`src/sv/deq_pkg.sv`:
```
// ----------------------------------------------------------------------------
// deq_pkg
// Shared types and constants for the double-ended queue: transaction
// payloads, operation and error codes, controller states and the
// command/status bundles between controller and datapath.
// ----------------------------------------------------------------------------
`default_nettype none

package deq_pkg;

	localparam int DEPTH_DEF = 16;
	localparam int DATA_W    = 32;
	// occupancy must reach DEPTH_DEF itself
	localparam int OCC_W     = $clog2(DEPTH_DEF + 1);

	typedef enum logic [1:0] {
		KIND_PUSH_FRONT = 2'd0,
		KIND_PUSH_REAR  = 2'd1,
		KIND_POP_FRONT  = 2'd2,
		KIND_POP_REAR   = 2'd3
	} kind_t;

	typedef enum logic [1:0] {
		ERR_OK        = 2'd0,
		ERR_UNDERFLOW = 2'd1,
		ERR_OVERFLOW  = 2'd2
	} err_t;

	typedef struct packed {
		kind_t                     kind;
		logic signed [DATA_W-1:0]  value;
	} op_t;

	typedef struct packed {
		logic signed [DATA_W-1:0]  front_value;
		logic signed [DATA_W-1:0]  rear_value;
		logic [OCC_W-1:0]          occupancy;
		err_t                      error;
	} res_t;

	typedef enum logic [1:0] {
		ST_IDLE = 2'd0,
		ST_READ = 2'd1,
		ST_RESP = 2'd2
	} state_t;

	// controller -> datapath
	typedef struct packed {
		logic accept;   // take the input transaction, update pointers, write slot
		logic load;     // load the result register
	} cmd_t;

	// datapath -> controller
	typedef struct packed {
		logic out_free; // result register can take a new result this cycle
	} sts_t;

endpackage

`default_nettype wire

```
`src/sv/deq_ram.sv`:
```
// ----------------------------------------------------------------------------
// deq_ram
// Generic RAM: one write port, two read ports with registered read data.
// ----------------------------------------------------------------------------
`default_nettype none

module deq_ram #(
	parameter int WIDTH = 32,
	parameter int DEPTH = 16
) (
	input  wire logic                     clk,
	input  wire logic                     we,
	input  wire logic [$clog2(DEPTH)-1:0] waddr,
	input  wire logic [WIDTH-1:0]         wdata,
	input  wire logic [$clog2(DEPTH)-1:0] raddr_a,
	output      logic [WIDTH-1:0]         rdata_a,
	input  wire logic [$clog2(DEPTH)-1:0] raddr_b,
	output      logic [WIDTH-1:0]         rdata_b
);

	logic [WIDTH-1:0] mem_q [DEPTH];

	// write and registered reads
	always_ff @(posedge clk) begin
		if (we) begin
			mem_q[waddr] <= wdata;
		end
		rdata_a <= mem_q[raddr_a];
		rdata_b <= mem_q[raddr_b];
	end

endmodule

`default_nettype wire

```
`src/sv/deq_ctrl.sv`:
```
// ----------------------------------------------------------------------------
// deq_ctrl
// Sequencer of the queue: accepts a transaction, steps the slot read and
// loads the result register when it is free.
// ----------------------------------------------------------------------------
`default_nettype none

module deq_ctrl (
	input  wire logic          clk,
	input  wire logic          arst_n,
	input  wire logic          op_valid,
	output      logic          op_stall,
	input  wire deq_pkg::sts_t sts,
	output      deq_pkg::cmd_t cmd
);

	deq_pkg::state_t state_q;
	deq_pkg::state_t state_d;

	// next state
	always_comb begin
		state_d = state_q;
		case (state_q)
			deq_pkg::ST_IDLE: begin
				if (op_valid) begin
					state_d = deq_pkg::ST_READ;
				end
			end
			deq_pkg::ST_READ: begin
				state_d = deq_pkg::ST_RESP;
			end
			deq_pkg::ST_RESP: begin
				if (sts.out_free) begin
					state_d = deq_pkg::ST_IDLE;
				end
			end
			default: begin
				state_d = deq_pkg::ST_IDLE;
			end
		endcase
	end

	// outputs
	always_comb begin
		cmd      = '0;
		op_stall = 1'b1;
		case (state_q)
			deq_pkg::ST_IDLE: begin
				op_stall   = 1'b0;
				cmd.accept = op_valid;
			end
			deq_pkg::ST_READ: begin
				// slot read in flight, hold the input
				op_stall = 1'b1;
			end
			deq_pkg::ST_RESP: begin
				cmd.load = sts.out_free;
			end
			default: begin
				cmd = '0;
			end
		endcase
	end

	// state register
	always_ff @(posedge clk or negedge arst_n) begin
		if (!arst_n) begin
			state_q <= deq_pkg::ST_IDLE;
		end else begin
			state_q <= state_d;
		end
	end

	// an accepted transaction always moves on to the slot read
	a_accept_to_read: assert property (@(posedge clk) disable iff (!arst_n)
		cmd.accept |=> state_q == deq_pkg::ST_READ)
		else $error("accepted transaction did not advance to read");

	// a result is never loaded over one that is still waiting
	a_load_when_free: assert property (@(posedge clk) disable iff (!arst_n)
		cmd.load |-> sts.out_free)
		else $error("result loaded while result register busy");

endmodule

`default_nettype wire

```
`src/sv/deq_dp.sv`:
```
// ----------------------------------------------------------------------------
// deq_dp
// Datapath of the queue: head index and count registers, ring address
// arithmetic, slot RAM and the result register.
// ----------------------------------------------------------------------------
`default_nettype none

module deq_dp (
	input  wire logic          clk,
	input  wire logic          arst_n,
	input  wire deq_pkg::cmd_t cmd,
	output      deq_pkg::sts_t sts,
	input  wire deq_pkg::op_t  op,
	output      logic          res_valid,
	input  wire logic          res_stall,
	output      deq_pkg::res_t res
);

	localparam int DEPTH = deq_pkg::DEPTH_DEF;
	localparam int PW = $clog2(DEPTH);
	localparam int CW = $clog2(DEPTH + 1);
	localparam int SW = CW + 1;
	localparam logic [PW-1:0] LAST_IDX = PW'(DEPTH - 1);
	localparam logic [CW-1:0] FULL_CNT = CW'(DEPTH);
	localparam logic [SW-1:0] WRAP_SUM = SW'(DEPTH);

	logic [PW-1:0]      head_q;
	logic [CW-1:0]      count_q;
	deq_pkg::err_t      err_q;
	logic               out_valid_q;
	deq_pkg::res_t      res_q;

	logic [PW-1:0]      head_d;
	logic [CW-1:0]      count_d;
	deq_pkg::err_t      err_d;
	logic               wr;
	logic [PW-1:0]      waddr;
	logic [PW-1:0]      head_inc;
	logic [PW-1:0]      head_dec;
	logic [SW-1:0]      tail_sum;
	logic [SW-1:0]      rear_sum;
	logic [PW-1:0]      tail_idx;
	logic [PW-1:0]      rear_idx;
	logic               full;
	logic               empty;
	logic [deq_pkg::DATA_W-1:0] rdata_front;
	logic [deq_pkg::DATA_W-1:0] rdata_rear;

	// ring index arithmetic
	assign head_inc = (head_q == LAST_IDX) ? '0 : head_q + PW'(1);
	assign head_dec = (head_q == '0) ? LAST_IDX : head_q - PW'(1);
	assign tail_sum = SW'(head_q) + SW'(count_q);
	assign rear_sum = tail_sum - SW'(1);
	assign tail_idx = (tail_sum >= WRAP_SUM) ? PW'(tail_sum - WRAP_SUM) : PW'(tail_sum);
	assign rear_idx = (rear_sum >= WRAP_SUM) ? PW'(rear_sum - WRAP_SUM) : PW'(rear_sum);
	assign full     = (count_q == FULL_CNT);
	assign empty    = (count_q == '0);

	// decode the operation
	always_comb begin
		head_d  = head_q;
		count_d = count_q;
		err_d   = deq_pkg::ERR_OK;
		wr      = 1'b0;
		waddr   = tail_idx;
		case (op.kind)
			deq_pkg::KIND_PUSH_FRONT: begin
				if (full) begin
					err_d = deq_pkg::ERR_OVERFLOW;
				end else begin
					head_d  = head_dec;
					waddr   = head_dec;
					wr      = 1'b1;
					count_d = count_q + CW'(1);
				end
			end
			deq_pkg::KIND_PUSH_REAR: begin
				if (full) begin
					err_d = deq_pkg::ERR_OVERFLOW;
				end else begin
					wr      = 1'b1;
					count_d = count_q + CW'(1);
				end
			end
			deq_pkg::KIND_POP_FRONT: begin
				if (empty) begin
					err_d = deq_pkg::ERR_UNDERFLOW;
				end else begin
					head_d  = head_inc;
					count_d = count_q - CW'(1);
				end
			end
			deq_pkg::KIND_POP_REAR: begin
				if (empty) begin
					err_d = deq_pkg::ERR_UNDERFLOW;
				end else begin
					count_d = count_q - CW'(1);
				end
			end
			default: begin
				err_d = deq_pkg::ERR_OK;
			end
		endcase
	end

	// pointer and error registers
	always_ff @(posedge clk or negedge arst_n) begin
		if (!arst_n) begin
			head_q  <= '0;
			count_q <= '0;
			err_q   <= deq_pkg::ERR_OK;
		end else if (cmd.accept) begin
			head_q  <= head_d;
			count_q <= count_d;
			err_q   <= err_d;
		end
	end

	// slot store
	deq_ram #(
		.WIDTH(deq_pkg::DATA_W),
		.DEPTH(DEPTH)
	) u_ram (
		.clk     (clk),
		.we      (cmd.accept & wr),
		.waddr   (waddr),
		.wdata   (op.value),
		.raddr_a (head_q),
		.rdata_a (rdata_front),
		.raddr_b (rear_idx),
		.rdata_b (rdata_rear)
	);

	// result valid: set on load, drop when the transaction is taken
	always_ff @(posedge clk or negedge arst_n) begin
		if (!arst_n) begin
			out_valid_q <= 1'b0;
		end else if (cmd.load) begin
			out_valid_q <= 1'b1;
		end else if (!res_stall) begin
			out_valid_q <= 1'b0;
		end
	end

	// result payload; an empty queue reads as zero
	always_ff @(posedge clk) begin
		if (cmd.load) begin
			res_q.front_value <= empty ? '0 : rdata_front;
			res_q.rear_value  <= empty ? '0 : rdata_rear;
			res_q.occupancy   <= deq_pkg::OCC_W'(count_q);
			res_q.error       <= err_q;
		end
	end

	assign sts.out_free = !out_valid_q || !res_stall;
	assign res_valid    = out_valid_q;
	assign res          = res_q;

	// count never exceeds capacity
	a_count_bound: assert property (@(posedge clk) disable iff (!arst_n)
		count_q <= FULL_CNT)
		else $error("stored count exceeds capacity");

	// a rear push that fits grows the count by one
	a_push_grows: assert property (@(posedge clk) disable iff (!arst_n)
		(cmd.accept && op.kind == deq_pkg::KIND_PUSH_REAR && !full)
		|=> count_q == $past(count_q) + CW'(1))
		else $error("rear push did not grow count");

endmodule

`default_nettype wire

```
`src/sv/double_ended_queue.sv`:
```
// ----------------------------------------------------------------------------
// double_ended_queue
// Bounded double-ended queue of signed 32-bit values in a ring store.
// ----------------------------------------------------------------------------
// Each op transaction pushes at the front or rear, or pops from the front or
// rear, and yields one res transaction carrying the front and rear values
// after the operation (zero when empty), the occupancy and an error code
// (underflow on pop of an empty queue, overflow on push into a full one; the
// queue is unchanged in both cases). Each transaction steps through the
// controller states in order: in IDLE it is accepted, head and count are
// updated and the slot written; READ reads front and rear from the
// two-read-port slot RAM; RESP loads the result register once it is free.
// A new transaction may be accepted while the previous result still waits.
// The slot store needs no clearing after reset. The capacity is the package
// constant DEPTH_DEF, and the occupancy field is sized to hold it.
// ----------------------------------------------------------------------------
`default_nettype none

module double_ended_queue (
	input  wire logic          clk,
	input  wire logic          arst_n,
	input  wire logic          op_valid,
	output      logic          op_stall,
	input  wire deq_pkg::op_t  op,
	output      logic          res_valid,
	input  wire logic          res_stall,
	output      deq_pkg::res_t res
);

	deq_pkg::cmd_t cmd;
	deq_pkg::sts_t sts;

	// sequencer
	deq_ctrl u_ctrl (
		.clk      (clk),
		.arst_n   (arst_n),
		.op_valid (op_valid),
		.op_stall (op_stall),
		.sts      (sts),
		.cmd      (cmd)
	);

	// storage and result path
	deq_dp u_dp (
		.clk       (clk),
		.arst_n    (arst_n),
		.cmd       (cmd),
		.sts       (sts),
		.op        (op),
		.res_valid (res_valid),
		.res_stall (res_stall),
		.res       (res)
	);

endmodule

`default_nettype wire
```
`config.mk`:
```
export PLATFORM = sky130hd
export DESIGN_NAME = double_ended_queue
export DESIGN_NICKNAME = d
export VERILOG_FILES = /design/src/sv/deq_pkg.sv /design/src/sv/deq_ram.sv /design/src/sv/deq_ctrl.sv /design/src/sv/deq_dp.sv /design/src/sv/double_ended_queue.sv
export SDC_FILE = /design/constraint.sdc
export NUM_CORES = 1
export LEC_CHECK = 0
export BUFFER_PORTS_ARGS = -buffer_cell sky130_fd_sc_hd__buf_4
export CAP_MARGIN = 20
export CORE_MARGIN = 2
export CORE_UTILIZATION = 52
export DETAILED_ROUTE_END_ITERATION = 6
export PLACE_DENSITY_LB_ADDON = 0.2
export SLEW_MARGIN = 20
export SYNTH_ARGS = -nofsm -noshare
export SYNTH_HDL_FRONTEND = slang
export SYNTH_SLANG_ARGS = --single-unit
```
`constraint.sdc`:
```
create_clock -name clk -period 6.85 [get_ports clk]
set_input_delay 1.0275 -clock clk [delete_from_list [all_inputs] [get_ports clk]]
set_output_delay 1.0275 -clock clk [all_outputs]
set_load 0.05 [all_outputs]
```
=== Word-level counts from Yosys, hierarchy flattened ===
Memories as Yosys holds them, arrays and structs flattened. A register that Yosys moved wholly into a read port is not among the register bits.
Cells that the tools add are included.

* Flip-flop bits (word level): 85
* Output and inout bits: 73
* Word-level logic and storage cells: 75
* Input port bits: 38
* Memories kept: 1
* Bits in writable memories: 512

* Bitwise logic cells: 1
* $lt $le $gt $ge: 2
* Eq/ne operators: 14
* Muxes and demuxes: 27
* $add $sub $neg: 8
* Reductions and logical operators: 13

{| class="wikitable"
|+ Memory list
! memory !! words !! width !! read ports !! clocked after memory_dff !! write ports !! line !! source
|-
| u_dp.u_ram.mem_q || 16 || 32 || 2 || 2 || 1 || deq_ram.sv:21 || <nowiki>logic [WIDTH-1:0] mem_q [DEPTH];</nowiki>
|}

{| class="wikitable"
|+ Operator list
! cell !! count
|-
| 4-bit 2-to-1 mux || 8
|-
| 6-bit by 5-bit >= comparator with 1-bit output (second input constant) || 2
|-
| 4-bit by 1-bit subtractor with 4-bit output (second input constant) || 3
|-
| 1-bit 2-to-1 mux || 10
|-
| 5-bit 2-to-1 mux || 2
|-
| 2-bit != test (second input constant) || 5
|-
| 5-bit one-hot mux with 2 select lines || 1
|-
| 4-bit one-hot mux with 2 select lines || 1
|-
| 4-bit by 5-bit adder with 6-bit output || 1
|-
| 2-bit == test (second input constant) || 3
|-
| 2-bit 2-to-1 mux || 3
|-
| 2-bit one-hot mux with 3 select lines || 1
|-
| 6-bit by 1-bit subtractor with 6-bit output (second input constant) || 1
|-
| 5-bit by 1-bit adder with 5-bit output (second input constant) || 1
|-
| 5-bit == test (second input constant) || 1
|-
| 5-bit zero test || 1
|-
| 5-bit by 1-bit subtractor with 5-bit output (second input constant) || 1
|-
| 4-bit by 1-bit adder with 4-bit output (second input constant) || 1
|-
| 2-bit by 1-bit == test with 1-bit output (second input constant) || 2
|-
| 4-bit == test (second input constant) || 1
|-
| 2-bit zero test || 2
|-
| 4-bit zero test || 1
|-
| 2-bit by 1-bit != test with 1-bit output (second input constant) || 2
|-
| 2-bit one-hot mux with 2 select lines || 1
|-
| other kinds (8) || 10
|}

=== Logic depth before layout (Yosys ltp) ===
Gate-level depths: netlist (run 1).

* Depth after elaboration: 6
* Mapped depth: 12
* Depth with buffers taken out: 8

=== Modules after synthesis ===
A second synthesis (run 1) with hierarchy kept.

* Cell total of the unflattened synthesis: 1405
* Area, all modules: 27874.2 um2

{| class="wikitable"
|+ Modules (own cells, without submodules)
! module !! seq. area each (um2) !! cells an instance !! area each (um2) !! times used
|-
| deq_ram || 16656.0 || 1141 || 24186.9 || 1
|-
| deq_dp || 2432.3 || 254 || 3593.4 || 1
|-
| deq_ctrl || 50.0 || 10 || 93.8 || 1
|}

=== Least setup slack after synthesis (run 1) ===
Ideal clock, no wire load.

* Path type: input -> register
* From: input port res_stall
* To: register u_dp.res_q, in the netlist u_dp.res[0] (enable)
* Library setup time: 0.524 ns
* Buffers on the path: 0
* Cell stages on the path: 1
* Arrival time: 4.492 ns
* Slack: 1.834 ns
* Cells stage by stage: a21oi_1

* Word-level cells in the longest chain between the ends: 3

{| class="wikitable"
|+ Ends and longest elaborated chain
! what !! line !! source
|-
| start: declaration || double_ended_queue.sv:26 || <nowiki>input wire logic res_stall,</nowiki>
|-
| 1-bit zero test || - ||
|-
| 1-bit logical OR || deq_dp.sv:155 || <nowiki>assign sts.out_free = !out_valid_q || !res_stall;</nowiki>
|-
| 1-bit 2-to-1 mux || deq_ctrl.sv:47 || <nowiki>case (state_q)</nowiki>
|-
| end: declaration || deq_dp.sv:31 || <nowiki>deq_pkg::res_t res_q;</nowiki>
|}

Every way passes these cells.
A chain may end at the register's enable or synchronous reset.

=== Final worst setup path (run 1) ===
* From: register u_dp.head_q[1]
* To: memory u_dp.u_ram.mem_q[3][10] (enable)

* Word-level cells in the longest chain between the ends: 5
* Elaborated cells between the ends (all ways): 9

{| class="wikitable"
|+ Ends and longest elaborated chain
! what !! line !! source
|-
| start: declaration || deq_dp.sv:27 || <nowiki>logic [PW-1:0] head_q;</nowiki>
|-
| start signal: assignment || deq_dp.sv:109 || <nowiki>head_q <= '0;</nowiki>
|-
| start signal: assignment || deq_dp.sv:113 || <nowiki>head_q <= head_d;</nowiki>
|-
| 4-bit by 5-bit adder with 6-bit output || deq_dp.sv:52 || <nowiki>assign tail_sum = SW'(head_q) + SW'(count_q);</nowiki>
|-
| 6-bit by 5-bit >= comparator with 1-bit output or 4-bit by 1-bit subtractor with 4-bit output (tied branches) || deq_dp.sv:54 || <nowiki>assign tail_idx = (tail_sum >= WRAP_SUM) ? PW'(tail_sum - WRAP_SUM) : PW'(tail_sum);</nowiki>
|-
| 4-bit 2-to-1 mux || deq_dp.sv:54 ||
|-
| 4-bit 2-to-1 mux || deq_dp.sv:68 || <nowiki>if (full) begin</nowiki>
|-
| 4-bit 2-to-1 mux (*) || deq_dp.sv:66 || <nowiki>case (op.kind)</nowiki>
|-
| end: declaration || deq_ram.sv:21 ||
|}

Every way passes the cells marked *; elsewhere a longest branch is shown, timed or not.

==> reports/metrics.cfg, run 1 <==
[global_route]
grt_max_degree=72
grt_use_total=0.258
grt_antenna_before_repair=4
globalRoute.totalOverflow=0
grt_pass1_wl_um=107000
grt_pass1_vias=16600

[setup_path]
worstSetupEndpointType=flop
max_stage_delay_ns=0.90
path_cells=inv_2, ha_1, a211oi_1, a311o_1, mux2i_1, nor3_2, buf_4
worst-endpoint-arrival_ns=4.30
path_class=flop to flop
kind_of_start_point_of_the_critical_path=flop
worst_path_max_delay_cell=dfrtp_4
worst_ep_required_time_ns=7.08
worstPathMaxFanout=41
critical_path.top_delay_family=buffers and inverters
worstPathBufferInverterCount=2

[clock_tree]
number_of_buffers_created_by_cts=70
clock_sinks=661
root_buffer_cell=clkbuf_16
cts_post_setup_buffers_inserted=0
clock_path_buffers=3
postCtsResizedCells=0
worstSkewPairLatency_ns=0.62
hold_buffers=0
cts-htree-levels=3
cts.clk_slew.worst_paths_ns=0.07
tritoncts=yes

[timing]
tightestPinTransition_ns=1.13
timing.final.setup_violations=0
fmax_ghz=0.246
worst_slew_margin_rel=0.242
grt_setup_unrepaired=no
slew_violations=0
timing.clock.skew_ns=0.0353
finalSetupTns_ns=0
post-route-min-period_ns=4.06
final_count_of_hold_timing_violations=0
min_period_over_period=0.593

[final_layout]
fill_cells=3958
area.growth.synth_to_final_pct=14.3
register_area_um2=19100
final_layout_size_suffix_gt1_frac=0.298
net_count_of_the_finished_layout=1753
multi_input_combinational_cell_area_um2=8970

[routing]
detailroute.via_count=16100
drt_drc_violations_left=0
detail_route.first_pass.iterations=5
post_detailed_route_count_of_antenna_violating_nets=0
detail_route.iter0.violations=1669
wl_um=71500
route.detailed.vias_per_inst=6.56
wl_per_cell_um=29.1

[place]
placement.io_buffers=110
place_congestion=0.784
dpl.hpwl_um=38600

[floorplanning]
die-width_um=238
row_count=85
die-height_um=238
start_util=0.528
io_pins=111
core_footprint_um2=54000
fp.dieArea_um2=56800

[worst_hold_path]
min_path_type=primary input to asynchronous set/reset pin

[synthesis]
ys_top_cells_by_area=edfxtp_1 61%, mux4_2 18%, dfxtp_1 4.5%, mux2i_1 2.6%, nand2_1 1.7%
yosys.area.top_type=edfxtp_1
part_of_the_yosys_area_used_for_sequential_elements=0.671
synth_nets=1635
synthTopCellsByCount=583 x edfxtp_1, 223 x mux4_2, 131 x nand2_1
synthesis.area_um2=28500
synth_cell_type_count=46
yosys.cell_count.top_type=edfxtp_1
top_area_cell_type_share_of_the_netlist_area=0.614
synth_flop_cell=edfxtp_1
post_synth_inst_count=1586
synth-async-reset-ratio=0.0212
yosys_register_bits=661
synth-edff-count=583
synth_warn=0
synth_area_per_cell_um2=18.0

[run]
maxCapViolations=0

[outcome]
outcome=finished clean

cell families after synthesis:
| kind of cell | Yosys count | share of synthesized area |
|---|---|---|
| DFF | 661 | 0.671 |
| xor gates and xnor gates | 15 | 0.00561 |
| AOI/OAI and AO/OA | 193 | 0.0454 |
| buffers and inverters | 119 | 0.0202 |
| adders and majority gates | 11 | 0.00535 |
| muxes | 298 | 0.202 |
| and+or+nand+nor | 289 | 0.0502 |
metal layers:
metal / routed length (um) / global-route usage / share of wire / up-vias
met2: 34800 / 0.414 / 0.49 / 821
met4: 2060 / 0.0911 / 0.029 / 4
met3: 6040 / 0.0539 / 0.084 / 144
li1: - / - / - / 6710
met5: 22 / 0 / 0.00031 / -
met1: 28600 / 0.355 / 0.40 / 8449
flip-flops by register name, indices dropped and copies added (netlist names):
name / count
u_dp.count_q: 5
u_dp.u_ram.mem_q: 512
u_dp.u_ram.rdata_b: 32
u_dp.res: 71
u_dp.u_ram.rdata_a: 32
u_dp.err_q: 2
u_dp.res_valid: 1
u_ctrl.state_q: 2
u_dp.head_q: 4
final cells by class:
cell class              count  share of cell area
multi-input cells         806               0.275
clock buffers             100              0.0612
repair buffers            155              0.0390
clock inverters            29             0.00990
well taps                 696              0.0267
inverters                  10             0.00115
flip-flops and latches    661               0.587
diodes                      2            0.000153
layout by cell type, fill, tap and decap left out, types with 3 or more instances in the layout:
| cell type | n |
|---|---|
| bufinv_16 | 6 |
| and2_1 | 32 |
| o21ai_0 | 20 |
| nand3_1 | 26 |
| dfxtp_1 | 64 |
| nor2_1 | 4 |
| inv_6 | 4 |
| nor3_1 | 3 |
| buf_12 | 7 |
| clkinv_1 | 5 |
| nand2b_1 | 3 |
| a21o_1 | 3 |
| clkinv_2 | 10 |
| a31oi_1 | 37 |
| nor3_2 | 17 |
| clkinvlp_4 | 3 |
| a22oi_1 | 27 |
| a211oi_1 | 34 |
| dfrtp_1 | 11 |
| nor2b_1 | 64 |
| inv_1 | 8 |
| clkbuf_8 | 9 |
| clkbuf_1 | 19 |
| a21oi_1 | 32 |
| clkbuf_16 | 72 |
| mux4_2 | 223 |
| edfxtp_1 | 583 |
| buf_4 | 147 |
| xnor2_1 | 9 |
| nand2_1 | 131 |
| ha_1 | 7 |
| o211ai_1 | 25 |
| mux2i_1 | 73 |
| a221oi_1 | 8 |
final timing paths:
path	startpoint	end	slack [ns]	cells past startpoint
max	u_dp.head_q[1]$_DFFE_PN0P_	u_dp.u_ram.mem_q[3][10]$_DFFE_PP_	2.79	7
min	arst_n	u_dp.head_q[1]$_DFFE_PN0P_	0.26	1
max reg2reg	u_dp.head_q[1]$_DFFE_PN0P_	u_dp.u_ram.mem_q[3][10]$_DFFE_PP_	2.79	7
min reg2reg	u_dp.err_q[1]$_DFFE_PN0P_	u_dp.res[1]$_DFFE_PP_	0.45	0
max in group asynchronous	arst_n	u_dp.head_q[0]$_DFFE_PN0P_	6.36	1
min in group clk	u_dp.err_q[1]$_DFFE_PN0P_	u_dp.res[1]$_DFFE_PP_	0.45	0
per-stage QoR:
stage | instances | utilization | setup WS, ns | hold WS [ns] | instance area [um2]
finish | 2459 | 0.604 | 2.79 | 0.257 | 32600
global placement | 2326 | 0.560 | 2.76 | 0.439 | 30300
detailed placement | 2327 | 0.560 | 2.73 | 0.440 | 30300
CTS | 2456 | 0.603 | 2.67 | 0.230 | 32600
floorplan | 1586 | - | 1.83 | 0.425 | 28500
global route | 2459 | 0.604 | 2.46 | 0.248 | 32600
Power of run 1 is not shown: default switching activity piles up to over one toggle a cycle in this logic, so the estimate is an artifact.
==> run 2, diff against run 1 <==
==> constraint.sdc (replaced) <==
create_clock -name clk -period 3.9 [get_ports clk]
set_input_delay 0.585 -clock clk [delete_from_list [all_inputs] [get_ports clk]]
set_output_delay 0.585 -clock clk [all_outputs]
set_load 0.05 [all_outputs]
==> run 2 against run 1 <==
Clock skew fell by 0.012 ns. Sequential share of layout area fell by 0.29 points. Design area rose by 0.50%. Utilization rose by 0.30 points. Maximum frequency rose by 23%. Wire length fell by 3.5%. Register-to-register slack got worse by 2.2 ns. Critical path type unchanged. Hold slack got worse by 0.015 ns.
==> reports/metrics.cfg, run 2 (synthesized netlist as in run 1, its figures left out) <==
[timing]
tightestPinTransition_ns=1.05
fmax_ghz=0.302
slew_violations=0
min_period_over_period=0.850
post-route-min-period_ns=3.31
grt_setup_unrepaired=no
timing.final.setup_violations=0
final_count_of_hold_timing_violations=0
timing.clock.skew_ns=0.0234
worst_slew_margin_rel=0.297

[routing]
post_detailed_route_count_of_antenna_violating_nets=0
detail_route.first_pass.iterations=5
wl_per_cell_um=27.9
detail_route.iter0.violations=1605
route.detailed.vias_per_inst=6.45
wl_um=69000
detailroute.via_count=16000
drt_drc_violations_left=0

[floorplanning]
fp.dieArea_um2=56800
row_count=85
die-width_um=238
io_pins=111
core_footprint_um2=54000
die-height_um=238
start_util=0.528

[final_layout]
largest_register=u_dp.u_ram.mem_q
largest_register_ffs=512
final_common_cell=edfxtp_1
post_layout_nonfiller_instances=2478
final_layout_size_suffix_gt1_frac=0.303
area.growth.synth_to_final_pct=14.9
layout_common_cells=583 x edfxtp_1, 223 x mux4_2, 168 x buf_4
diodes=0
net_count_of_the_finished_layout=1778

[setup_path]
kind_of_start_point_of_the_critical_path=flop
critPathMostFrequentCell=ha_4
critPathLaunch=u_dp.count_q[0]$_DFFE_PN0P_
max_stage_delay_ns=0.58
worstPathMaxFanout=22
worst-endpoint-arrival_ns=3.78
regToRegSetupSlack_ns=0.59
regToRegStartpoint=u_dp.count_q[0]$_DFFE_PN0P_
setup.worst_path.end=u_dp.u_ram.rdata_b[10]$_DFF_P_
worst_path_max_delay_cell=fa_1
path_cells=ha_4, fa_1, inv_1, ha_4, buf_4, mux4_2, and2_1, a211oi_1, a31oi_1
path_class=flop to flop
rr_worst_depth=9
worst_r2r_endpoint=u_dp.u_ram.rdata_b[10]$_DFF_P_
worstSetupEndpointType=flop
worst_ep_required_time_ns=4.37

[place]
placement.io_buffers=110
dpl.hpwl_um=40300
place_congestion=0.816
placed_cells_incl_taps=2353

[worst_hold_path]
min_path_type=primary input to flop
hold_path_depth=3

[clock_tree]
tritoncts=yes
number_of_buffers_created_by_cts=69
clock_sinks=661
cts-htree-levels=3
cts.clk_slew.worst_paths_ns=0.06
worstSkewPairLatency_ns=0.62
clock_path_buffers=3
root_buffer_cell=clkbuf_16
cts_post_setup_buffers_inserted=0

[global_route]
globalRoute.totalOverflow=0
grt_pass1_wl_um=103000
grt_use_total=0.249
grt_pass1_vias=16400
grt_antenna_before_repair=1
grt_max_degree=115

[run]
maxCapViolations=0

[outcome]
outcome=finished clean

[run 2: changes by cell type in the layout (fill, tap and decap cells not counted), sizes merged]
cell         previous run  this run
diode                   2         0
clkbuf                100       104
dlygate4sd3             0         1
clkinv                 16        12
bufinv                  6         2
inv                    14        13
buf                   155       180
[run 2: area by class of cell]
type / instances / area (um2)
fill: 3939 / 21200
sequential: 661 / 19100
multi-input combinational: 806 / 9030
clock buffer: 104 / 2000
timing repair buffer: 181 / 1510
tap: 696 / 871
clock inverter: 20 / 184
inverter: 10 / 37.5
[run 2: how the worst min path moves through the flow]
stage	startpoint	to	slack, ns
4_1_cts	res_stall	u_dp.res_valid$_DFFE_PN0P_	0.22
6_report	res_stall	u_dp.res_valid$_DFFE_PN0P_	0.24
3_3_place_gp	u_dp.err_q[1]$_DFFE_PN0P_	u_dp.res[1]$_DFFE_PP_	0.44
3_5_place_dp	u_dp.err_q[1]$_DFFE_PN0P_	u_dp.res[1]$_DFFE_PP_	0.44
2_1_floorplan	arst_n	u_ctrl.state_q[0]$_DFFE_PN0P_	0.29
5_1_grt	res_stall	u_dp.res_valid$_DFFE_PN0P_	0.24
[run 2: repair_timing]
| item | in CTS | in global routing |
|---|---|---|
| hold endpoints to repair | 14 | 0 |
| setup endpoints to repair | 0 | 0 |
| resized for setup | 0 | 0 |
| hold buffers | 1 | 0 |
[run 2: routing by layer]
layer / up-vias / GRT usage / share of wire
li1: 6745 / - / -
met1: 8334 / 0.335 / 0.40
met2: 753 / 0.398 / 0.48
met3: 161 / 0.0571 / 0.080
met4: 2 / 0.0991 / 0.039
met5: - / 0 / 0.00014
[run 2: worst max-delay path: cells and delay by family (launching register included)]
| family | cells | cell delay [ns] |
|---|---|---|
| buffers and inverters | 2 | 0.52 |
| AO/OA/AOI/OAI | 2 | 0.31 |
| AND/OR/NAND/NOR | 1 | 0.16 |
| flip-flops | 1 | 0.50 |
| multiplexers | 1 | 0.35 |
| adder cells (fa/ha/maj) | 3 | 1.31 |
[run 2: metrics by stage]
step                TNS (ns)  cell area (um2)  hold WS [ns]  worst slack (ns)  utilization
detailed placement         0            30600         0.441             0.609        0.566
finish                     0            32800         0.242             0.586        0.607
CTS                        0            32800         0.219             0.586        0.607
global placement           0            30600         0.437             0.663        0.566
floorplan            -193.68            28600         0.289            -0.757            -
global route               0            32800         0.238             0.409        0.607
Power of run 2 is left out for the same reason.
